## src/sv/rsad_ring.sv

```systemverilog
`default_nettype none
module rsad_ring #(
    parameter int DEPTH = 32,
    parameter int AW    = 5
) (
    input  wire logic          clk,
    input  wire logic          we,
    input  wire logic [AW-1:0] waddr,
    input  wire logic [31:0]   wdata,
    input  wire logic          re,
    input  wire logic [AW-1:0] raddr,
    output logic      [31:0]   rdata
);

    logic [31:0] mem [DEPTH];

    always_ff @(posedge clk)
    begin
        if (we)
        begin
            mem[waddr] <= wdata;
        end
    end

    always_ff @(posedge clk)
    begin
        if (re)
        begin
            rdata <= mem[raddr];
        end
    end

endmodule
`default_nettype wire

```

## config.mk

```make
export PLATFORM = sky130hd
export DESIGN_NAME = rsad_ring
export DESIGN_NICKNAME = d
export VERILOG_FILES = /design/src/sv/rsad_ring.sv
export SDC_FILE = /design/constraint.sdc
export NUM_CORES = 1
export LEC_CHECK = 0
export ABC_AREA = 1
export BUFFER_PORTS_ARGS = -buffer_cell sky130_fd_sc_hd__buf_2
export CELL_PAD_IN_SITES_DETAIL_PLACEMENT = 2
export CELL_PAD_IN_SITES_GLOBAL_PLACEMENT = 2
export CORE_ASPECT_RATIO = 0.6
export CORE_MARGIN = 3
export CORE_UTILIZATION = 44
export DETAILED_ROUTE_END_ITERATION = 10
export GPL_TIMING_DRIVEN = 1
export PLACE_DENSITY_LB_ADDON = 0.1
export SYNTH_ARGS = -nofsm -noshare
export SYNTH_HDL_FRONTEND = slang
export SYNTH_SLANG_ARGS = --single-unit
```

## constraint.sdc

```tcl
create_clock -name clk -period 2.9 [get_ports clk]
set_input_delay 0.58 -clock clk [delete_from_list [all_inputs] [get_ports clk]]
set_output_delay 0.58 -clock clk [all_outputs]
set_load 0.05 [all_outputs]
```

==> results of run 1 <==
-- logic make-up after synthesis --
logic type	synth area share (%)
AND/OR/NAND/NOR	22.1
flip-flops	74.2
buffers and inverters	3.71
-- cell type report --
class                           instances  area [um^2]
Fill cell                            9251        47100
Sequential cell                      1056        31700
Multi-Input combinational cell       2252         9670
Clock buffer                          125         2660
Timing Repair Buffer                  178         2000
Tap cell                             1290         1610
Clock inverter                         57          348
Inverter                               10         67.6
Antenna cell                            1         2.50
-- stage by stage --
stage                     setup WS (ns)  hold WS [ns]  cell area (um^2)
after global placement            0.456         0.815             45100
after detailed placement          0.436         0.843             45100
after global routing              0.693         0.417             48100
after floorplan                   0.244         0.679             42700
after CTS                         0.705         0.376             48100
final                             0.747         0.411             48100
-- cells in the mapped netlist --
master | n | area [um^2]
inv_8 | 1 | 11.3
edfxtp_1 | 1056 | 31700
inv_2 | 2 | 7.51
inv_1 | 7 | 26.3
nand3_1 | 780 | 3900
buf_6 | 66 | 743
buf_1 | 18 | 67.6
nor2_1 | 32 | 120
clkbuf_1 | 24 | 90.1
nand2_1 | 1440 | 5410
buf_2 | 83 | 415
buf_8 | 3 | 45.0
buf_4 | 24 | 180
-- where the power goes --
| part | internal (W) | total [W] | switching, W |
|---|---|---|---|
| combinational | 0.000541 | 0.00230 | 0.00176 |
| clock | 0.00681 | 0.0126 | 0.00580 |
| sequential | 0.0170 | 0.0171 | 0.0000894 |
-- worst min path at each step --
stage	depth (start not counted)	slack (ns)	endpoint	startpoint
6_report	1	0.41	mem[8][16]$_DFFE_PP_	wdata[16]
5_1_grt	1	0.42	mem[2][5]$_DFFE_PP_	wdata[5]
4_1_cts	1	0.38	mem[16][13]$_DFFE_PP_	wdata[13]
3_5_place_dp	8	0.84	rdata[12]$_DFFE_PP_	mem[2][12]$_DFFE_PP_
3_3_place_gp	8	0.81	rdata[11]$_DFFE_PP_	mem[30][11]$_DFFE_PP_
2_1_floorplan	0	0.68	mem[0][0]$_DFFE_PP_	wdata[0]
-- routing by layer --
layer	wire (um)	share of wire (%)	up-vias
met5	0	0	-
met4	3740	2.4	0
met1	67000	44	15600
met2	72000	47	1083
met3	10000	6.6	247
li1	-	-	12500
-- flip-flops by register name, indices dropped and copies added (netlist names) --
name and cells:
rdata 32, mem 1024
==> results.toml, run 1 <==
[cts]
clkSinkCount = 1056
clockRootBuffer = "clkbuf_16"
path_clk_slew_ns = 0.07
ctsLongestPathBuffers = 3
cts_max_level = 3
hold_buffers = 0
cts_made_buffers = 99
cts_resized = 0
cts_setup_buffers = 0
clkLatencyLatePin_ns = 0.69
cts_tree = "built"

[grt]
grt_pass1_wl_mm = 223
busiest_layer = "met2"
grt_use_met3_pct = 4.52
groute.usage.overall_pct = 30.3
grtUsageMet2_pct = 49.7
grt_pass1_vias = 32000
antenna_found_initial = 7
overflow = 0
grt_use_met1_pct = 42.9
grt_max_degree = 125

[cells_and_area]
areaGrowthSynthToFinish_pct = 12.5
layout_commonest_cell = "nand2_1"
final_cell_mix = "1440 x nand2_1, 1056 x edfxtp_1, 780 x nand3_1"
fin_cells = 4969
nets = 3642
drive_above_1_share_pct = 9.30
utilization_pct = 50.5

[die]
chipHeight_um = 247
ios = 77
num_rows = 87
die_w_um = 408
initial_core_util_pct = 44.9
coreArea_mm2 = 0.0951
die_area_mm2 = 0.101

[worst_setup_path]
path_delay_family = "flip-flops"
r2r-end = "rdata[25]$_DFFE_PP_"
slowest_stage = "edfxtp_1"
worstPathArrival_ns = 1.57
slowest_delay_ns = 0.55
crit_type = "reg2out"
cp-end-kind = "output port"
crit_cells = 1
r2r_start = "mem[14][25]$_DFFE_PP_"
cp_cell_sequence = "buf_2"
critical_path_buf_inv_count = 1
required_ns = 2.32
worst_setup_path_start_kind = "flop"
path_max_fanout = 1
cp-startpoint = "rdata[0]$_DFFE_PP_"
ff2ff_path_depth = 8
critPathCapture = "rdata[0]"
r2r_slack_ns = 1.37

[flow_run]
drv_cap = 0

[sta]
period_minus_slack_ns = 2.15
setup_violations = 0
tightest_slew_ns = 0.869
skew_ns = 0.0244
fin_crit_sh_pct = 74.2
slew_violations = 0
rsz0062_at_grt = "no"
fin_tns_setup_ns = 0
fmax_mhz = 464
hold_violations = 0
maxSlewHeadroom_pct = 42.1

[detailed_routing]
drc_errors = 0
drt-total-wl_mm = 153
antenna_left = 0
vias = 29500
viasPerCell = 5.93
drt_iter0_drc = 2930
avgRoutedWirePerCell_um = 30.8
detail_route.first_pass.iterations = 7

[run_status]
status = "complete, no violations"

[yosys]
syn_area_per_cell_um2 = 12.1
synth_cells = 3536
yosys_register_bits = 1056
synthDistinctLibCells = 13
synth_fp_nets = 3581
synth-seq-area-share_pct = 74.2
syn_area_mm2 = 0.0427
ys_warn_count = 0

[power_and_ir_drop]
p_total_w = 0.0320
p_per_area_mw_per_mm2 = 666
ir_drop_uv = 554
leakage_nw = 17.4

[min_path]
hold_class = "in2reg"

[placement]
placed_cells = 4786
dp_hpwl_mm = 82.5
place.gp.congestion = 0.768
io_buffers = 76
No activity file was read; power rests on OpenSTA's default activity.
==> inputs of run 2 (changes only) <==
--- a/config.mk
+++ b/config.mk
@@ -11,7 +11,7 @@
 export CELL_PAD_IN_SITES_GLOBAL_PLACEMENT = 2
 export CORE_ASPECT_RATIO = 0.6
 export CORE_MARGIN = 3
-export CORE_UTILIZATION = 44
+export CORE_UTILIZATION = 40
 export DETAILED_ROUTE_END_ITERATION = 10
 export GPL_TIMING_DRIVEN = 1
 export PLACE_DENSITY_LB_ADDON = 0.1
==> constraint.sdc (replaced) <==
create_clock -name clk -period 1.9 [get_ports clk]
set_input_delay 0.38 -clock clk [delete_from_list [all_inputs] [get_ports clk]]
set_output_delay 0.38 -clock clk [all_outputs]
set_load 0.05 [all_outputs]
==> run 2 against run 1 <==
- core utilization decreased by 3.1 points
- largest power group unchanged
- first-iteration DRC count decreased by 11%
- critical path type unchanged
- largest cell class unchanged
- combinational power rose by 67%
- global-route usage down 1.7 points
- via count increased by 1.0%
- critical path depth unchanged
==> results.toml, run 2 (synthesis results as in run 1) <==
[worst_setup_path]
worst_setup_path_start_kind = "flop"
worstPathArrival_ns = 1.49
r2r_slack_ns = 0.46
slowest_delay_ns = 0.55
required_ns = 1.52
cp-startpoint = "rdata[21]$_DFFE_PP_"
crit_type = "reg2out"
slowest_stage = "edfxtp_1"
cp-end-kind = "output port"
critical_path_buf_inv_count = 1
cp_cell_sequence = "buf_6"
path_max_fanout = 1
path_delay_family = "flip-flops"
r2r_start = "mem[29][23]$_DFFE_PP_"

[grt]
grt_max_degree = 73
antenna_found_initial = 13
grt_pass1_wl_mm = 229
grt_pass1_vias = 32600
overflow = 0
groute.usage.overall_pct = 28.6

[die]
coreArea_mm2 = 0.105
die_area_mm2 = 0.111
initial_core_util_pct = 40.5
die_w_um = 428
num_rows = 92
chipHeight_um = 259
ios = 77

[sta]
tightest_slew_ns = 0.717
maxSlewHeadroom_pct = 52.2
rsz0062_at_grt = "yes"
fin_crit_sh_pct = 98.5
period_minus_slack_ns = 1.87
skew_ns = 0.0220
hold_violations = 0
holdWs_ns = 0.171
fmax_mhz = 535
setup_violations = 0
slew_violations = 0

[cts]
hold_buffers = 0
cts_max_level = 3
cts_setup_buffers = 0
cts_tree = "built"
clkLatencyLatePin_ns = 0.72
path_clk_slew_ns = 0.07
clockRootBuffer = "clkbuf_16"
clkSinkCount = 1056
ctsLongestPathBuffers = 3
cts_made_buffers = 103

[power_and_ir_drop]
leakage_nw = 18.3
p_per_area_mw_per_mm2 = 1000
ir_drop_uv = 820
p_total_w = 0.0500

[detailed_routing]
drt-total-wl_mm = 158
drc_errors = 0
detail_route.first_pass.iterations = 5
avgRoutedWirePerCell_um = 30.2
vias = 29800
viasPerCell = 5.70
antenna_left = 0
drt_iter0_drc = 2620

[cells_and_area]
multiInputGateArea_mm2 = 0.00967
areaGrowthSynthToFinish_pct = 17.0
final_cell_mix = "1440 x nand2_1, 1056 x edfxtp_1, 780 x nand3_1"
nets = 3776
drive_above_1_share_pct = 12.8
largest_reg_flops = 1024
post-route-cell-area_mm2 = 0.0500
largest-register = "mem"
layout_commonest_cell = "nand2_1"
n_fill_cell = 10400
fin_cells = 5220
register_area_mm2 = 0.0317
top_regs = "mem (1024), rdata (32)"

[flow_run]
drv_cap = 0

[placement]
dp_hpwl_mm = 94.8
place.gp.congestion = 0.783
placed_cell_area_mm2 = 0.0468
placed_cells = 5036
io_buffers = 76

[run_status]
status = "complete, no violations"

[min_path]
hp-start = "wdata[19]"
hold_class = "in2reg"
run 2: cell count changes in the layout (fill, tap and decap cells not counted), sizes merged:
cell,before,now
buf,178,308
clkinv,53,41
clkinvlp,0,5
inv,10,14
bufinv,4,6
clkbuf,125,126
diode,1,2
run 2: area by class of cell:
type | instances | area share (%)
Antenna cell | 2 | 0.0100
Clock buffer | 126 | 5.41
Clock inverter | 56 | 0.878
Inverter | 10 | 0.135
Multi-Input combinational cell | 2252 | 19.3
Sequential cell | 1056 | 63.4
Tap cell | 1410 | 3.53
Timing Repair Buffer | 308 | 7.28
run 2: metrics by stage:
step | setup slack (ns) | setup TNS, ns | util, %
after global routing | -0.0550 | -0.0928 | 47.4
after global placement | -0.0604 | -0.158 | 44.4
after floorplan | -0.183 | -167.01 | -
after CTS | -0.0194 | -0.0303 | 47.4
after detailed placement | -0.121 | -0.820 | 44.4
final | 0.0293 | 0 | 47.4
run 2: report_power, final:
group	total (W)	switching, W	internal [W]
clock	0.0200	0.00914	0.0109
combinational	0.00383	0.00274	0.00109
sequential	0.0261	0.000136	0.0260
total	0.0500	0.0120	0.0380
run 2: worst register-to-register path: cells and delay by family, from the launching register on:
kind,cells,cell delay [ns]
simple gates,8,0.81
flops,1,0.38
run 2: path summary, 6_finish.rpt:
path,end,depth (start not counted)
setup reg to reg,rdata[23]$_DFFE_PP_,8
setup / recovery,rdata[21],1
hold / removal,mem[21][19]$_DFFE_PP_,1
hold reg to reg,rdata[18]$_DFFE_PP_,8
run 2: per-layer routing:
| layer | routed length (um) | track usage, % | vias up |
|---|---|---|---|
| li1 | - | - | 12800 |
| met1 | 71300 | 40.5 | 15900 |
| met2 | 72700 | 45.5 | 885 |
| met3 | 9930 | 5.52 | 216 |
| met4 | 3580 | 6.91 | 6 |
| met5 | 40 | 0.259 | - |
run 2: what timing repair did:
action,CTS,global route
endpoints found under the setup margin,8,3
gates resized for setup,12,1
endpoints found under the hold margin,0,0
