===== src/sv/rsad_sqrt.sv =====
`default_nettype none
module rsad_sqrt (
    input  wire logic        clk,
    input  wire logic        rst_n,
    input  wire logic        start,
    input  wire logic [61:0] radicand,
    output logic      [30:0] root,
    output logic             busy,
    output logic             done
);

    logic [61:0] v_reg, v_next;
    logic [61:0] res_reg, res_next;
    logic [61:0] bit_reg, bit_next;
    logic        run_reg, run_next;
    logic        done_reg, done_next;
    logic [61:0] trial;

    assign trial = res_reg + bit_reg;

    always_comb
    begin
        v_next    = v_reg;
        res_next  = res_reg;
        bit_next  = bit_reg;
        run_next  = run_reg;
        done_next = 1'b0;
        if (start)
        begin
            v_next   = radicand;
            res_next = '0;
            bit_next = 62'd1 << 60;
            run_next = 1'b1;
        end
        else if (run_reg)
        begin
            if (v_reg >= trial)
            begin
                v_next   = v_reg - trial;
                res_next = (res_reg >> 1) + bit_reg;
            end
            else
            begin
                res_next = res_reg >> 1;
            end
            bit_next = bit_reg >> 2;
            if (bit_reg == 62'd1)
            begin
                run_next  = 1'b0;
                done_next = 1'b1;
            end
        end
    end

    always_ff @(posedge clk or negedge rst_n)
    begin
        if (!rst_n)
        begin
            run_reg  <= 1'b0;
            done_reg <= 1'b0;
        end
        else
        begin
            run_reg  <= run_next;
            done_reg <= done_next;
        end
    end

    always_ff @(posedge clk)
    begin
        v_reg   <= v_next;
        res_reg <= res_next;
        bit_reg <= bit_next;
    end

    assign root = res_reg[30:0];
    assign busy = run_reg;
    assign done = done_reg;

endmodule
`default_nettype wire


===== config.mk =====
export PLATFORM = sky130hd
export DESIGN_NAME = rsad_sqrt
export DESIGN_NICKNAME = d
export VERILOG_FILES = /design/src/sv/rsad_sqrt.sv
export SDC_FILE = /design/constraint.sdc
export NUM_CORES = 1
export LEC_CHECK = 0
export ABC_CLOCK_PERIOD_IN_PS = 26100
export BUFFER_PORTS_ARGS = -buffer_cell sky130_fd_sc_hd__buf_4
export CAP_MARGIN = 20
export CORE_UTILIZATION = 55
export DETAILED_ROUTE_END_ITERATION = 16
export PLACE_DENSITY = 0.79
export SLEW_MARGIN = 20
export SYNTH_ARGS = -nofsm -noshare
export SYNTH_HDL_FRONTEND = slang
export SYNTH_SLANG_ARGS = --single-unit

===== constraint.sdc =====
create_clock -name clk -period 26.1 [get_ports clk]
set_clock_uncertainty 0.2 [all_clocks]
set_input_delay 5.22 -clock clk [delete_from_list [all_inputs] [get_ports clk]]
set_output_delay 5.22 -clock clk [all_outputs]
set_load 0.05 [all_outputs]

==> parameters.txt, run 1 <==
Parameter                              Value

Detailed routing
  Residual antenna-violating net count after detailed routing    0
  Pre-Repair DR Iteration Count    9
  Overall routed net length    41,900 µm
  Number of DRC markers after the initial detailed-route iteration    1,610
  Via density per instance    6.39
  Via count    14,200
  Remaining design rule violation count    0
  Wire per inst    18.8 µm

Layout
  Filler cell count    2,387
  Fraction of final layout cells sized beyond drive strength 1    10.4%
  Most frequent standard cell in the layout excluding fill and tap cells    sky130_fd_sc_hd__nor2_1
  Count of nets after finishing    2,072
  Commonest cells after routing, fill and taps aside    sky130_fd_sc_hd__nor2_1, sky130_fd_sc_hd__nand2_1, sky130_fd_sc_hd__o21ai_0, sky130_fd_sc_hd__ha_1, sky130_fd_sc_hd__a21oi_1
  Total inserted antenna cells    0
  Layout Cells excl Fill    2,228
  Area growth from synthesis to layout    7.32%

Clock network
  Clock transition at the registers of the reported paths    0.07 ns
  Post-CTS setup-driven buffer insertion count    0
  Count of hold-fix buffers inserted at cts    0
  TritonCTS clock tree    built
  Max Root-Sink Buffers    2
  Post-CTS resize count    0
  Clock net sink count    157
  Clk root buf    sky130_fd_sc_hd__clkbuf_16
  H-tree levels    4
  Clock insertion delay at the later pin of the skew report    0.45 ns
  TritonCTS Buffers    17

STA
  Final Critical Period    7.61 ns
  Post-route clock period utilization    29.2%
  Number of endpoints failing setup at the final stage    0
  Final slew viol count    0
  Aggregate negative setup slack    0 ns
  Highest clock frequency the design can meet    131 MHz
  Headroom to the max-slew limit    42.1%
  Number of hold violations in the final report    0
  Setup repair after global routing missed its margin    false
  Worst-margin pin slew    0.868 ns

Setup path
  Required time of the critical path    26.16 ns
  Critical Path Fanout Max    85
  Worst Path Class, Setup    input port to register
  Worst Setup End Kind    register
  Startpoint kind of the worst setup timing path    input port
  Data arrival time of the worst path    7.67 ns

Floorplanning
  Core region area    26,400 µm²
  Overall die area    27,900 µm²
  Initial core utilization    56.8%
  I/O pin count    98
  Row count    59
  Die Ht    167 µm
  Die Wd    167 µm

Yosys
  Netlist area before placement    15,000 µm²
  Yosys Warn Count    0
  Sequential area share after synthesis    25.2%
  Leading cell types by total area after synthesis    sky130_fd_sc_hd__dfxtp_1, sky130_fd_sc_hd__edfxtp_1, sky130_fd_sc_hd__ha_1, sky130_fd_sc_hd__nor2_1, sky130_fd_sc_hd__xnor2_1
  Post-synthesis instance total    1,903
  Most frequently used flop master after synthesis    sky130_fd_sc_hd__dfxtp_1
  Synth Net Count    2,095
  Post-synth EDFFs    62
  Cell variety after synth    83
  Average cell area after synthesis    7.86 µm²
  Most area-hungry cell type in the Yosys netlist    sky130_fd_sc_hd__dfxtp_1
  Async set or reset register ratio after synthesis    1.27%
  Synth top area share    12.4%
  Post-synthesis sequential element count    157

Placement
  Number of input and output port buffers inserted    97
  Dpl hpwl    31,500 µm
  Final Wtd Congestion    0.960
  Placed instance count    2,196

GRT
  Maximum number of pins on one net before global-route repair    86
  Via count of the first global-routing pass    13,100
  Number of antenna violations at the first check in global routing    1
  Overall routing resource usage    29.5%
  Final global-route overflow total    0
  Wire length of the first global-routing pass    66,900 µm

Power
  Maximum resistive drop on vdd    0.0712 mV
  Cell area power density    94.8 nW/µm²
  Leakage power    6.52 nW

Flow run
  Max-capacitance violation count    0

Status
  Outcome    complete, no violations

Min path
  Worst hold path type    register to register
==> area by class of cell <==
type	instances	area [µm²]	share of cell area [%]
timing repair buffer	106	800	4.98
sequential	157	3780	23.5
clock buffer	17	425	2.65
inverter	26	97.6	0.608
multi-input combinational	1572	10400	64.6
clock inverter	15	169	1.05
tap	335	419	2.61
==> routing by layer <==
metal / track usage (%) / vias to the layer above / part of all wire, %
li1: - / 6980 / -
met1: 38.2 / 6620 / 43
met2: 49.4 / 534 / 47
met3: 4.87 / 90 / 6.6
met4: 10.7 / 2 / 2.9
met5: 0 / - / 0.019
==> cells in the mapped netlist (21+ instances only) <==
master                     count
sky130_fd_sc_hd__nor2_1      218
sky130_fd_sc_hd__o21ai_0     150
sky130_fd_sc_hd__xor2_1       63
sky130_fd_sc_hd__mux2i_1      47
sky130_fd_sc_hd__dfxtp_1      93
sky130_fd_sc_hd__nand2_1     194
sky130_fd_sc_hd__nand4_1      48
sky130_fd_sc_hd__a31o_2       25
sky130_fd_sc_hd__clkbuf_1     92
sky130_fd_sc_hd__a21oi_1     115
sky130_fd_sc_hd__edfxtp_1     62
sky130_fd_sc_hd__ha_1        126
sky130_fd_sc_hd__a31oi_1      64
sky130_fd_sc_hd__inv_1        25
sky130_fd_sc_hd__xnor2_1      86
sky130_fd_sc_hd__a211oi_1     37
sky130_fd_sc_hd__a21o_1       56
sky130_fd_sc_hd__nor3_1       35
sky130_fd_sc_hd__nand3_1      37
sky130_fd_sc_hd__buf_4        35
sky130_fd_sc_hd__o21bai_1     21
==> worst max-delay path, stage by stage <==
cell,delay (ns)
sky130_fd_sc_hd__buf_6,0.27
sky130_fd_sc_hd__buf_4,0.61
sky130_fd_sc_hd__buf_4,0.77
sky130_fd_sc_hd__nor2b_1,0.15
sky130_fd_sc_hd__mux2i_1,0.15
sky130_fd_sc_hd__o21ai_0,0.10
sky130_fd_sc_hd__a311oi_1,0.22
==> per-stage QoR <==
stage	cell area (µm²)	power, mW	hold WS [ns]	setup slack [ns]	util, %
6_report	16100	1.52	0.311	18.49	60.9
2_1_floorplan	15000	1.08	0.279	16.49	-
3_3_place_gp	15500	1.23	0.300	18.19	58.7
3_5_place_dp	15500	1.24	0.302	18.12	58.7
5_1_grt	16100	1.62	0.340	18.10	60.9
4_1_cts	16100	1.51	0.310	18.56	60.9
==> power breakdown <==
group	switching [mW]	internal [mW]	leakage (nW)	total, mW
Sequential	0.0312	0.347	1.41	0.378
Combinational	0.550	0.335	4.81	0.885
Clock	0.122	0.137	0.294	0.259
==> path summary, 6_finish.rpt <==
check | from | to | slack (ns) | cells past startpoint
hold reg to reg | res_reg[0] | res_reg[0] | 0.31 | 2
max in group asynchronous | rst_n | busy | 21.24 | 1
setup reg to reg | res_reg[2] | res_reg[61] | 18.56 | 23
min in group asynchronous | rst_n | done | 4.35 | 1
setup / recovery | start | v_reg[58] | 18.49 | 7
hold / removal | res_reg[0] | res_reg[0] | 0.31 | 2
==> kinds of logic (layout without fill, tap and decap cells) <==
logic type | count (synthesis) | in the layout | synth area share, %
AOI/OAI and AO/OA | 597 | 597 | 26.1
and+or+nand+nor | 644 | 644 | 19.9
xor gates and xnor gates | 149 | 149 | 8.72
DFF | 157 | 157 | 25.2
buffers and inverters | 174 | 164 | 5.60
adders and majority gates | 127 | 127 | 10.7
muxes | 55 | 55 | 3.75
No activity file was read; power rests on OpenSTA's default activity.
==> inputs of run 2 (changes only) <==
--- a/config.mk
+++ b/config.mk
@@ -5,12 +5,12 @@
 export SDC_FILE = /design/constraint.sdc
 export NUM_CORES = 1
 export LEC_CHECK = 0
-export ABC_CLOCK_PERIOD_IN_PS = 26100
+export ABC_CLOCK_PERIOD_IN_PS = 6720
 export BUFFER_PORTS_ARGS = -buffer_cell sky130_fd_sc_hd__buf_4
 export CAP_MARGIN = 20
 export CORE_UTILIZATION = 55
 export DETAILED_ROUTE_END_ITERATION = 16
-export PLACE_DENSITY = 0.79
+export PLACE_DENSITY = 0.82
 export SLEW_MARGIN = 20
 export SYNTH_ARGS = -nofsm -noshare
 export SYNTH_HDL_FRONTEND = slang
==> constraint.sdc (replaced) <==
create_clock -name clk -period 6.72 [get_ports clk]
set_clock_uncertainty 0.2 [all_clocks]
set_input_delay 1.344 -clock clk [delete_from_list [all_inputs] [get_ports clk]]
set_output_delay 1.344 -clock clk [all_outputs]
set_load 0.05 [all_outputs]
==> run 2 against run 1 <==
Against the previous run: core utilization up 1.4 points; critical path depth up 15; global-route usage up 2.1 points; sequential power rose to 3.9 times the previous value; clock power rose to 4.1 times the previous value; total power rose to 4.1 times the previous value; count of clock-buffer cells in the layout up 8; setup slack worse by 18 ns; cell count up 1.7%; die area unchanged; first-iteration DRC count down 4.3%.
==> parameters.txt, run 2 (synthesis results as in run 1) <==
Parameter                              Value

Status
  Outcome    complete, no violations

Floorplanning
  Row count    59 (unchanged)
  Die Ht    167 µm (unchanged)
  I/O pin count    98 (unchanged)
  Core region area    26,400 µm² (unchanged)
  Die Wd    167 µm (unchanged)
  Overall die area    27,900 µm² (unchanged)
  Initial core utilization    56.8% (unchanged)

Clock network
  TritonCTS clock tree    built
  Clock net sink count    157 (unchanged)
  Post-CTS resize count    1 (+1)
  Count of hold-fix buffers inserted at cts    0 (unchanged)
  TritonCTS Buffers    17 (unchanged)
  Clk root buf    sky130_fd_sc_hd__clkbuf_16
  Clock transition at the registers of the reported paths    0.07 ns (about the same)
  H-tree levels    4 (unchanged)
  Max Root-Sink Buffers    2 (unchanged)
  Post-CTS setup-driven buffer insertion count    0 (unchanged)
  Clock insertion delay at the later pin of the skew report    0.45 ns (about the same)

STA
  Setup repair after global routing missed its margin    false
  Final slew viol count    0 (unchanged)
  Number of hold violations in the final report    0 (unchanged)
  Final Critical Period    6.48 ns
  Number of endpoints failing setup at the final stage    0 (unchanged)
  Aggregate negative setup slack    0 ns (unchanged)
  Worst-margin pin slew    0.831 ns (-0.0374 ns)
  Highest clock frequency the design can meet    154 MHz
  Headroom to the max-slew limit    44.3% (+2.1 points)
  Post-route clock period utilization    96.4%

GRT
  Maximum number of pins on one net before global-route repair    78 (-9.3%)
  Wire length of the first global-routing pass    71,200 µm (+6.3%)
  Via count of the first global-routing pass    13,900 (+6.5%)
  Number of antenna violations at the first check in global routing    0 (-1)
  Final global-route overflow total    0 (unchanged)
  Overall routing resource usage    31.6% (+2.1 points)

Detailed routing
  Overall routed net length    44,700 µm (+6.5%)
  Via count    14,800 (+4.0%)
  Residual antenna-violating net count after detailed routing    0 (unchanged)
  Remaining design rule violation count    0 (unchanged)
  Wire per inst    19.7 µm (+4.7%)
  Pre-Repair DR Iteration Count    9 (unchanged)
  Number of DRC markers after the initial detailed-route iteration    1,541 (-4.3%)
  Via density per instance    6.53 (+2.3%)

Placement
  Dpl hpwl    33,200 µm (+5.4%)
  Final Wtd Congestion    0.981 (+2.2%)
  Cell area after placement    15,800 µm² (+2.1%)
  Number of input and output port buffers inserted    97 (unchanged)
  Placed instance count    2,234 (+1.7%)

Layout
  Area growth from synthesis to layout    9.77%
  Fraction of final layout cells sized beyond drive strength 1    12.1% (+1.7 points)
  Count of nets after finishing    2,110 (+1.8%)
  Total inserted antenna cells    0 (unchanged)
  Filler cell count    2,345 (-1.8%)
  Commonest cells after routing, fill and taps aside    sky130_fd_sc_hd__nor2_1, sky130_fd_sc_hd__nand2_1, sky130_fd_sc_hd__o21ai_0, sky130_fd_sc_hd__buf_4, sky130_fd_sc_hd__ha_1
  Final std cell area, no fill    16,400 µm² (+2.3%)
  Most frequent standard cell in the layout excluding fill and tap cells    sky130_fd_sc_hd__nor2_1
  Layout Cells excl Fill    2,266 (+1.7%)

Setup path
  Critical Path Fanout Max    12 (-86%)
  Worst Setup End Kind    register
  Worst Path Class, Setup    register to register
  Required time of the critical path    6.88 ns (-19.28 ns)
  Startpoint kind of the worst setup timing path    register
  Data arrival time of the worst path    6.64 ns (-1.03 ns)

Min path
  Worst hold path type    register to register

Power
  Leakage power    6.72 nW (+3.1%)
  Cell area power density    380 nW/µm² (+300%)
  Maximum resistive drop on vdd    0.253 mV (+260%)

Flow run
  Max-capacitance violation count    0 (unchanged)
## run 2: final cells by class
cell class	instances	area [µm²]	share of cell area, %
clock inverters	7	100	0.610
flip-flops and latches	157	3780	23.0
clock buffers	25	519	3.16
repair buffers	144	1120	6.84
well taps	335	419	2.55
inverters	26	97.6	0.594
multi-input cells	1572	10400	63.2
## run 2: per-stage QoR
| stage | setup WS [ns] | util [%] | hold slack, ns | power, mW |
|---|---|---|---|---|
| 2_1_floorplan | 0.606 | - | 0.279 | 4.17 |
| 3_3_place_gp | 0.332 | 59.9 | 0.291 | 5.02 |
| 3_5_place_dp | 0.114 | 59.9 | 0.307 | 5.10 |
| 4_1_cts | 0.164 | 62.3 | 0.315 | 6.16 |
| 5_1_grt | 0.0264 | 62.3 | 0.344 | 6.63 |
| 6_report | 0.239 | 62.3 | 0.317 | 6.24 |
## run 2: critical path, cell delays in order (launching register included)
cell	delay [ns]
sky130_fd_sc_hd__dfxtp_1	0.39
sky130_fd_sc_hd__ha_1	0.36
sky130_fd_sc_hd__nand4_1	0.14
sky130_fd_sc_hd__o21ai_0	0.55
sky130_fd_sc_hd__a21oi_1	0.26
sky130_fd_sc_hd__o21ai_1	0.29
sky130_fd_sc_hd__a311oi_1	0.19
sky130_fd_sc_hd__nor3_1	0.28
sky130_fd_sc_hd__o31ai_1	0.12
sky130_fd_sc_hd__buf_4	0.17
sky130_fd_sc_hd__nor3_1	0.62
sky130_fd_sc_hd__o31ai_1	0.16
sky130_fd_sc_hd__xor2_1	0.19
sky130_fd_sc_hd__ha_1	0.39
sky130_fd_sc_hd__a21o_1	0.20
sky130_fd_sc_hd__a21o_1	0.20
sky130_fd_sc_hd__or3_1	0.40
sky130_fd_sc_hd__o21ai_4	0.38
sky130_fd_sc_hd__buf_4	0.27
sky130_fd_sc_hd__buf_4	0.18
sky130_fd_sc_hd__nor2_1	0.07
sky130_fd_sc_hd__xnor2_1	0.13
sky130_fd_sc_hd__a211oi_1	0.23
## run 2: power breakdown
| group | switching [mW] | internal (mW) | leakage [nW] |
|---|---|---|---|
| sequential | 0.124 | 1.34 | 1.41 |
| combinational | 2.20 | 1.52 | 5.01 |
| clock | 0.432 | 0.618 | 0.298 |
## run 2: final timing paths
kind	slack [ns]	endpoint	start	cells past startpoint
min in group asynchronous	0.46	busy	rst_n	1
hold reg to reg	0.32	res_reg[0]	res_reg[0]	2
hold / removal	0.32	res_reg[0]	res_reg[0]	2
setup / recovery	0.24	res_reg[3]	res_reg[6]	22
setup reg to reg	0.24	res_reg[3]	res_reg[6]	22
max in group asynchronous	5.76	busy	rst_n	1
## run 2: metal layers
layer	global-route usage (%)	share of wire, %	wire [µm]
met5	0	0	0
met1	39.0	41	18500
met3	6.06	7.8	3490
met2	53.3	47	20900
met4	13.9	3.9	1730
