===== src/sv/rsad_div.sv =====
`default_nettype none
module rsad_div #(
    parameter int DW = 69,
    parameter int NW = 6
) (
    input  wire logic          clk,
    input  wire logic          rst_n,
    input  wire logic          start,
    input  wire logic [DW-1:0] dividend,
    input  wire logic [NW-1:0] divisor,
    output logic      [DW-1:0] quotient,
    output logic               busy,
    output logic               done
);

    localparam int SCW = $clog2(DW + 1);

    logic [DW-1:0]  q_reg, q_next;
    logic [NW-1:0]  r_reg, r_next;
    logic [NW-1:0]  d_reg, d_next;
    logic [SCW-1:0] cnt_reg, cnt_next;
    logic           run_reg, run_next;
    logic           done_reg, done_next;
    logic [NW:0]    trial;
    logic [NW:0]    diff;
    logic           ge;

    assign trial = {r_reg, q_reg[DW-1]};
    assign ge    = trial >= {1'b0, d_reg};
    assign diff  = trial - {1'b0, d_reg};

    always_comb
    begin
        q_next    = q_reg;
        r_next    = r_reg;
        d_next    = d_reg;
        cnt_next  = cnt_reg;
        run_next  = run_reg;
        done_next = 1'b0;
        if (start)
        begin
            q_next   = dividend;
            r_next   = '0;
            d_next   = divisor;
            cnt_next = SCW'(DW);
            run_next = 1'b1;
        end
        else if (run_reg)
        begin
            r_next   = ge ? diff[NW-1:0] : trial[NW-1:0];
            q_next   = {q_reg[DW-2:0], ge};
            cnt_next = cnt_reg - 1'b1;
            if (cnt_reg == SCW'(1))
            begin
                run_next  = 1'b0;
                done_next = 1'b1;
            end
        end
    end

    always_ff @(posedge clk or negedge rst_n)
    begin
        if (!rst_n)
        begin
            cnt_reg  <= '0;
            run_reg  <= 1'b0;
            done_reg <= 1'b0;
        end
        else
        begin
            cnt_reg  <= cnt_next;
            run_reg  <= run_next;
            done_reg <= done_next;
        end
    end

    always_ff @(posedge clk)
    begin
        q_reg <= q_next;
        r_reg <= r_next;
        d_reg <= d_next;
    end

    assign quotient = q_reg;
    assign busy     = run_reg;
    assign done     = done_reg;

endmodule
`default_nettype wire


===== config.mk =====
export PLATFORM = sky130hd
export DESIGN_NAME = rsad_div
export DESIGN_NICKNAME = d
export VERILOG_FILES = /design/src/sv/rsad_div.sv
export SDC_FILE = /design/constraint.sdc
export NUM_CORES = 1
export LEC_CHECK = 0
export BUFFER_PORTS_ARGS = -buffer_cell sky130_fd_sc_hd__buf_4
export CORE_MARGIN = 2
export CORE_UTILIZATION = 45
export CTS_CLUSTER_SIZE = 16
export DETAILED_ROUTE_END_ITERATION = 6
export GPL_ROUTABILITY_DRIVEN = 0
export GPL_TIMING_DRIVEN = 0
export HOLD_SLACK_MARGIN = 0.08
export PLACE_DENSITY = 0.74
export SYNTH_ARGS = -nofsm -noshare
export SYNTH_HDL_FRONTEND = slang
export SYNTH_SLANG_ARGS = --single-unit

===== constraint.sdc =====
create_clock -name clk -period 3.6 [get_ports clk]
set_input_delay 0 -clock clk [delete_from_list [all_inputs] [get_ports clk]]
set_output_delay 0 -clock clk [all_outputs]
set_load 0.05 [all_outputs]

==> results.toml, run 1 <==
[global_route]
grt_pass1_wl_um = 15860
track_usage_pct = 20.78
overflow = 0
use_met1_pct = 24.09
grt_max_degree = 70
top_usage_layer = "met2"
grt_antenna_before_repair = 0
met3_usage_pct = 6.184
grt_util_met2_pct = 36.54
grt_pass1_vias = 3272

[logic_synthesis]
synth_edf_count = 75
synth_cell_type_count = 33
ys_seq_elements = 90
synthFlopType = "edfxtp_1"
syn_area_um2 = 4078
avgSynthCellArea_um2 = 15.10
postSynth.asyncResetShare_pct = 10.00
synth_area_leaders = "edfxtp_1 55%, mux2_2 19%, dfrtp_1 5.5%, dfxtp_1 2.9%, ha_1 2.8%"
synth_top_area_share_pct = 55.23
synth_cells = 270
synth_fp_nets = 358
ys_seq_area_share_pct = 63.70
synth_top_area_cell = "edfxtp_1"
yosysWarnings = 0

[pwr]
finalPower_mw = 3.077
p_per_area_nw_per_um2 = 491.7
ir_drop_mv = 0.2738
p_leak_nw = 2.662

[setup_path]
timing.rr.end = "quotient[38]"
crit_cells = 7
critPathKind = "primary input to flop"
path_max_fanout = 69
path_buf_inv = 6
reg2reg_depth = 4
end_kind = "flop"
setup.worst_path.start_class = "primary input"
cp.required_ps = 3590
r2r_slack_ps = 1320
crit_end = "quotient[38]"
crit_chain = "dlygate4sd3_1 > buf_4 > buf_2 > clkbuf_1 > clkbuf_1 > nor2_1 > inv_4"
crit_start = "start"
critical_path_arrival_ps = 2500
cp_common_cell = "clkbuf_1"
slowest_delay_ps = 640
timing.rr.start = "busy"
cp_top_family = "buffers and inverters"
crit_slowest_cell = "inv_4"

[layout]
largest_register_ff_count = 69
final_nets = 595
diodes = 0
drive_above_1_share_pct = 45.60
fin_util_pct = 71.40
synthToLayoutAreaGrowth_pct = 53.45
final_area_um2 = 6257

[floorplanning]
fp.coreArea_um2 = 8763
initial_utilization_pct = 46.53
dieArea_um2 = 9839
dieHeight_um = 99.19
rows = 34
fp.dieW_um = 99.19
ios = 149

[clock_tree]
clk_latency_ps = 360
post_cts_resized = 0
ctsHoldBuffers = 78
ctsLongestPathBuffers = 2
clk_pin_slew_ps = 90
cts_buffers = 9
post_cts_buffers = 0
cts-root-buf = "clkbuf_8"
cts-htree-levels = 3
cts_tree = "done"
cts_sinks = 90

[min_path]
hp-class = "primary input to flop"

[job]
maxCapViolCount = 0

[sta]
setup_viol = 0
clock.fmax_mhz = 397.4
slew_violations = 0
worstMarginPinSlew_ps = 871.9
fin_crit_ps = 2516
hold_viol = 0
fin_skew_ps = 10.91
rsz0062_at_grt = "no"
hold_ws_ps = 359.2
fin_crit_sh_pct = 69.90
slew_headroom_pct = 41.87

[routing]
ant_nets = 0
drc = 0
dr.pass1.iters = 4
routed_wl_um = 10090
dr_total_vias = 3036
first_iter_violations = 80
wl_per_cell_um = 16.30
via_per_inst = 4.905

[status]
status = "finished, final reports clean"

[placed_design]
placed_cell_area_um2 = 5326
port_buffers = 148
dpl.hpwl_um = 6277
## kinds of logic after synthesis
family	synth area share [%]
simple gates	5.400
flops	63.70
fa+ha+maj	3.253
mux	20.07
buf+inv	2.516
compound gates	3.130
xor+xnor	1.933
## worst register-to-register path, cell delays in order, from the launching register on
cell and delay [ps]:
dfrtp_1 380, clkbuf_1 340, clkbuf_1 350, nor2_1 150, inv_4 640
## layout by cell type (no fill, tap or decap), drive strengths merged, types with 5 or more instances in the layout
cell type and n:
buf 152, dlygate4sd3 78, edfxtp 75, mux2 70
clkbuf 19, nor2 18, inv 12, ha 9
dfrtp 9, nand2 8, dfxtp 6, nand2b 5
xor2 5, a211oi 5, clkinv 5
## layout make-up
type | count | area (um^2)
sequential | 90 | 2597
fill | 583 | 2506
timing repair buffer | 226 | 1892
multi-input combinational | 155 | 1378
tap | 108 | 135.1
clock buffer | 10 | 127.6
buffer | 13 | 57.56
inverter | 12 | 47.55
clock inverter | 5 | 22.52
## per-layer routing
layer / part of all wire [%] / vias to the layer above / wire length, um
met1: 39 / 1455 / 3941
met4: 1.6 / 0 / 161
li1: - / 1471 / -
met5: 0 / - / 0
met2: 53 / 96 / 5325
met3: 6.6 / 14 / 662
## worst min-delay path by stage
stage,start,to,slack [ps],depth (start not counted)
2_1_floorplan,rst_n,busy,-300,0
3_3_place_gp,rst_n,cnt_reg[3],-170,1
5_1_grt,divisor[5],d_reg[5],360,2
6_report,divisor[5],d_reg[5],360,2
4_1_cts,divisor[5],d_reg[5],350,2
3_5_place_dp,rst_n,cnt_reg[3],-170,1
## through the flow
stage	std cells	setup TNS, ps	setup slack [ps]
3_5_place_dp	526	0	1190
5_1_grt	619	0	784.4
6_report	619	0	1084
4_1_cts	619	0	1026
2_1_floorplan	270	0	484.7
3_3_place_gp	526	-3967	-59.87
## power breakdown
| group | switching, mW | internal, mW | leakage [nW] | total [mW] |
|---|---|---|---|---|
| logic | 0.637 | 0.485 | 1.63 | 1.12 |
| clock network | 0.343 | 0.240 | 0.0808 | 0.583 |
| registers | 0.0870 | 1.29 | 0.947 | 1.37 |
| total | 1.07 | 2.01 | 2.66 | 3.08 |
## synthesized netlist by cell type, types with 5 or more instances
cell,count
edfxtp_1,75
nand2_1,8
ha_1,9
dfrtp_1,9
xor2_1,5
inv_1,12
mux2_2,70
a211oi_1,5
nor2_1,18
clkbuf_1,9
nand2b_1,5
dfxtp_1,6
No activity file was read; power rests on OpenSTA's default activity.
==> run 2, diff against run 1 <==
ABC_AREA = 1   (was unset)
PLACE_DENSITY = 0.73   (was 0.74)
clock period = 2.4 ns   (was 3.6 ns; I/O delays follow)
==> run 2 against run 1 <==
Compared with the run above:
- sequential power up 47%
- final cell count up 29%
- setup slack worse by 410 ps
- combinational power up 38%
- highest routed layer unchanged
- utilization down 1.3 points
- critical endpoint is now quotient[0]
- first-iteration DRC count rose to 2.5 times the previous value
==> results.toml, run 2 <==
[status]
status = "finished, final reports clean"

[layout]
final_cell_mix = "242 x nand2_1, 149 x buf_4, 78 x dlygate4sd3_1"
seq_area_um2 = 2597
largest_register_ff_count = 69
diodes = 0
final_common_cell = "nand2_1"
multi_input_area_um2 = 1419
synthToLayoutAreaGrowth_pct = 52.71
n_fill_cell = 651
final_nets = 771
drive_above_1_share_pct = 26.60

[sta]
worstMarginPinSlew_ps = 880.7
setup_tns_ps = 0
fin_crit_ps = 1725
clock.fmax_mhz = 579.6
slew_headroom_pct = 41.28
hold_viol = 0
setup_viol = 0
fin_skew_ps = 12.49
fin_crit_sh_pct = 71.88
rsz0062_at_grt = "no"
slew_violations = 0

[floorplanning]
fp.coreArea_um2 = 9153
initial_utilization_pct = 45.91
rows = 35
ios = 149
dieArea_um2 = 10130
dieHeight_um = 100.6
fp.dieW_um = 100.6

[routing]
first_iter_violations = 203
routed_wl_um = 11890
dr.pass1.iters = 5
drc = 0
dr_total_vias = 3896
ant_nets = 0
via_per_inst = 4.876
wl_per_cell_um = 14.88

[setup_path]
cp_common_cell = "nand2_1"
cp_top_family = "simple AND/OR/NAND/NOR gates"
crit_chain = "inv_1 > ha_1 > nand2_1 > nand2_1 > a21oi_4 > nand3_4 > nand2_1 > nand2_1"
timing.rr.start = "d_reg[4]"
crit_start = "d_reg[4]"
r2r_slack_ps = 670
critPathKind = "flop to flop"
path_max_fanout = 7
path_buf_inv = 1
end_kind = "flop"
critical_path_arrival_ps = 1850
slowest_delay_ps = 380
crit_slowest_cell = "edfxtp_1"
setup.worst_path.start_class = "flop"
cp.required_ps = 2520

[clock_tree]
cts_buffers = 9
cts-htree-levels = 3
clk_pin_slew_ps = 100
post_cts_buffers = 0
clk_latency_ps = 360
cts_tree = "done"
ctsLongestPathBuffers = 2
cts-root-buf = "clkbuf_8"
cts_sinks = 90

[logic_synthesis]
synthFlopType = "edfxtp_1"
synth_cell_type_count = 30
synth_top_area_share_pct = 53.60
yosysWarnings = 0
synth_top_area_cell = "edfxtp_1"
postSynth.asyncResetShare_pct = 10.00
ys_seq_elements = 90
synth_area_leaders = "edfxtp_1 54%, nand2_1 22%, dfrtp_1 5.4%, dfxtp_1 2.9%, ha_1 2.7%"
synth_cells = 446
ys_seq_area_share_pct = 61.82
synth_edf_count = 75
post-synth-top-count-cell = "nand2_1"
synth_common_cells = "242 x nand2_1, 75 x edfxtp_1, 27 x inv_1"
synth_fp_nets = 534
syn_area_um2 = 4202
avgSynthCellArea_um2 = 9.420

[placed_design]
port_buffers = 148
dpl.hpwl_um = 7590

[global_route]
overflow = 0
grt_max_degree = 71
grt_pass1_vias = 3947
track_usage_pct = 24.16
grt_pass1_wl_um = 19090
grt_antenna_before_repair = 0

[min_path]
hp-class = "primary input to flop"
hold_path_startpoint = "divisor[5]"

[job]
maxCapViolCount = 0

[pwr]
p_leak_nw = 3.160
ir_drop_mv = 0.4029
finalPower_mw = 4.547
p_per_area_nw_per_um2 = 708.8
[run 2: where the power goes]
part / internal [mW] / total, mW / switching [mW]
sequential: 1.89 / 2.01 / 0.120
combinational: 0.568 / 1.55 / 0.984
clock: 0.396 / 0.987 / 0.591
[run 2: repair_timing]
| item | 4_1_cts | 5_1_grt |
|---|---|---|
| resized for setup | 0 | 0 |
| hold buffers | 78 | 0 |
| hold endpoints to repair | 95 | 0 |
[run 2: per-stage QoR]
stage | cell area [um^2] | utilization (%) | setup slack, ps | instances | hold slack (ps)
2_1_floorplan | 4202 | - | 371.7 | 446 | -295.6
3_3_place_gp | 5451 | 59.56 | 325.0 | 705 | -168.2
3_5_place_dp | 5454 | 59.59 | 677.5 | 705 | -168.8
4_1_cts | 6416 | 70.10 | 654.0 | 799 | 342.8
5_1_grt | 6416 | 70.10 | 565.6 | 799 | 359.4
6_report | 6416 | 70.10 | 674.8 | 799 | 364.1
[run 2: cell families (layout without fill, tap and decap cells)]
logic type | count (synthesis) | count (layout) | share of synthesized area (%)
DFF | 90 | 90 | 61.82
and+or+nand+nor | 286 | 286 | 28.71
adders and majority gates | 10 | 10 | 3.157
xor gates and xnor gates | 2 | 2 | 0.4170
AOI/OAI and AO/OA | 10 | 10 | 1.489
buffers and inverters | 48 | 290 | 4.407
[run 2: final timing paths]
kind | endpoint | cells after the start
max in group asynchronous | done | 3
max | quotient[0] | 8
min | d_reg[5] | 2
max reg2reg | quotient[0] | 8
min in group asynchronous | busy | 3
min reg2reg | r_reg[2] | 2
[run 2: area by class of cell]
cell class | instances | share of cell area (%)
Sequential cell | 90 | 40.48
Clock buffer | 9 | 1.931
Multi-Input combinational cell | 308 | 22.11
Tap cell | 111 | 2.165
Buffer | 16 | 1.014
Inverter | 32 | 1.911
Timing Repair Buffer | 226 | 29.49
Clock inverter | 7 | 0.8970
[run 2: per-layer routing]
metal,track usage (%),wire length (um),vias to the layer above
li1,-,-,1911
met1,30.12,4854,1807
met2,40.36,5917,160
met3,8.252,931,18
met4,6.217,185,0
met5,0,0,-
==> run 3, diff against run 2 <==
clock period = 1.7 ns   (was 2.4 ns; I/O delays follow)
==> run 3 against run 2 <==
Compared with the run above:
- maximum frequency is 7.2% higher
- power increased by 46%
- global-route usage is 0.15 points lower
- critical path depth is the same
- sequential power rose by 42%
- final cell count rose by 0.38%
- critical endpoint unchanged
- die area unchanged
==> results.toml, run 3 (synthesized netlist as in run 2, its figures left out) <==
[sta]
fin_crit_ps = 1610
slew_headroom_pct = 57.00
clock.fmax_mhz = 621.3
hold_viol = 0
worstMarginPinSlew_ps = 645.0
setup_viol = 0
rsz0062_at_grt = "no"
setup_tns_ps = 0
fin_skew_ps = 16.13
slew_violations = 0
fin_crit_sh_pct = 94.68
timing.final.ws_setup_ps = 90.36

[layout]
largest_register_ff_count = 69
instances_no_fill = 802
final_nets = 774
seq_area_um2 = 2597
n_fill_cell = 636
final_cell_mix = "242 x nand2_1, 152 x buf_4, 78 x dlygate4sd3_1"
final_common_cell = "nand2_1"
synthToLayoutAreaGrowth_pct = 54.50
diodes = 0
final_area_um2 = 6491
multi_input_area_um2 = 1451
drive_above_1_share_pct = 27.79

[clock_tree]
cts_sinks = 90
ctsLongestPathBuffers = 2
clk_latency_ps = 370
cts-htree-levels = 3
cts-root-buf = "clkbuf_8"
cts_buffers = 9
cts_tree = "done"
clk_pin_slew_ps = 90

[setup_path]
slowest_delay_ps = 380
timing.rr.start = "d_reg[3]"
crit_start = "d_reg[3]"
r2r_slack_ps = 90
crit_slowest_cell = "edfxtp_1"
setup.worst_path.start_class = "flop"
cp.required_ps = 1820
critPathKind = "flop to flop"
crit_chain = "inv_1 > ha_4 > nand2_2 > nor2_8 > nand2_2 > nand3_4 > nand2_1 > nand2_1"
path_max_fanout = 7
critical_path_arrival_ps = 1730
reg2reg_depth = 8
end_kind = "flop"

[pwr]
power_frac_seq_pct = 43.0
p_leak_nw = 3.172
clockPowerShare_pct = 22.9
power_frac_comb_pct = 34.1
switching_share_pct = 36.19
finalPower_mw = 6.628
ir_drop_mv = 0.5464
p_per_area_nw_per_um2 = 1021
power.internal_mw = 4.229
p_sw_mw = 2.399

[routing]
dr_total_vias = 3962
dr.pass1.iters = 4
drc = 0
ant_nets = 0
wl_per_cell_um = 15.06
via_per_inst = 4.940
routed_wl_um = 12080
first_iter_violations = 165

[global_route]
grt_antenna_before_repair = 0
overflow = 0
grt_pass1_wl_um = 18780
track_usage_pct = 24.01
grt_max_degree = 71
grt_pass1_vias = 3987

[floorplanning]
dieArea_um2 = 10130
dieHeight_um = 100.6
fp.coreArea_um2 = 9153
ios = 149
rows = 35
fp.dieW_um = 100.6
initial_utilization_pct = 45.91

[placed_design]
placed_cell_area_um2 = 5461
dpl.hpwl_um = 7583
post-place-cells = 705
place_ws_ps = 19.42
port_buffers = 148

[min_path]
hold-path-cell-count = 2
hold_path_startpoint = "divisor[3]"
hp-class = "primary input to flop"

[status]
status = "finished, final reports clean"

[job]
maxCapViolCount = 0
run 3: worst paths after layout:
path                                to
max                        quotient[0]
min                           d_reg[3]
max reg2reg                quotient[0]
min reg2reg                 cnt_reg[6]
max in group asynchronous   cnt_reg[4]
min in group asynchronous   cnt_reg[0]
run 3: cell type report:
type / instances / area share [%]
inverter: 32 / 1.928
clock buffer: 10 / 1.966
tap: 111 / 2.140
multi-input combinational: 308 / 22.36
clock inverter: 6 / 1.099
timing repair buffer: 229 / 29.49
buffer: 16 / 1.002
sequential: 90 / 40.02
run 3: power by group through the flow:
stage	Sequential [mW]	Clock, mW	Combinational [mW]
2_1_floorplan	3.44	0	0.821
3_3_place_gp	2.87	0	1.97
3_5_place_dp	2.87	0	2.02
4_1_cts	2.84	1.55	2.20
5_1_grt	2.88	1.61	2.43
6_report	2.85	1.52	2.26
run 3: stage by stage:
step / hold WS (ps) / util [%]
after floorplan: -295.6 / -
after global routing: 360.8 / 70.92
after detailed placement: -166.0 / 59.67
after global placement: -168.4 / 59.67
after CTS: 345.6 / 70.54
final: 364.3 / 70.92
run 3: timing repair:
action	4_1_cts	5_1_grt
gates resized for setup	0	3
buffers inserted	2	1
hold endpoints to repair	90	0
endpoints found under the setup margin	1	7
hold buffers	78	0
pin swaps	1	4
run 3: critical path, delay by kind of cell (launching register included):
kind          cells  cell delay, ps
fa+ha+maj         1             220
simple gates      6             660
flops             1             380
buf+inv           1             110
run 3: metal layers:
layer,global-route usage (%),vias up,routed length (um)
li1,-,1913,-
met1,28.32,1873,4800
met2,41.08,162,6101
met3,8.460,14,991
met4,7.587,0,188
met5,0,-,0
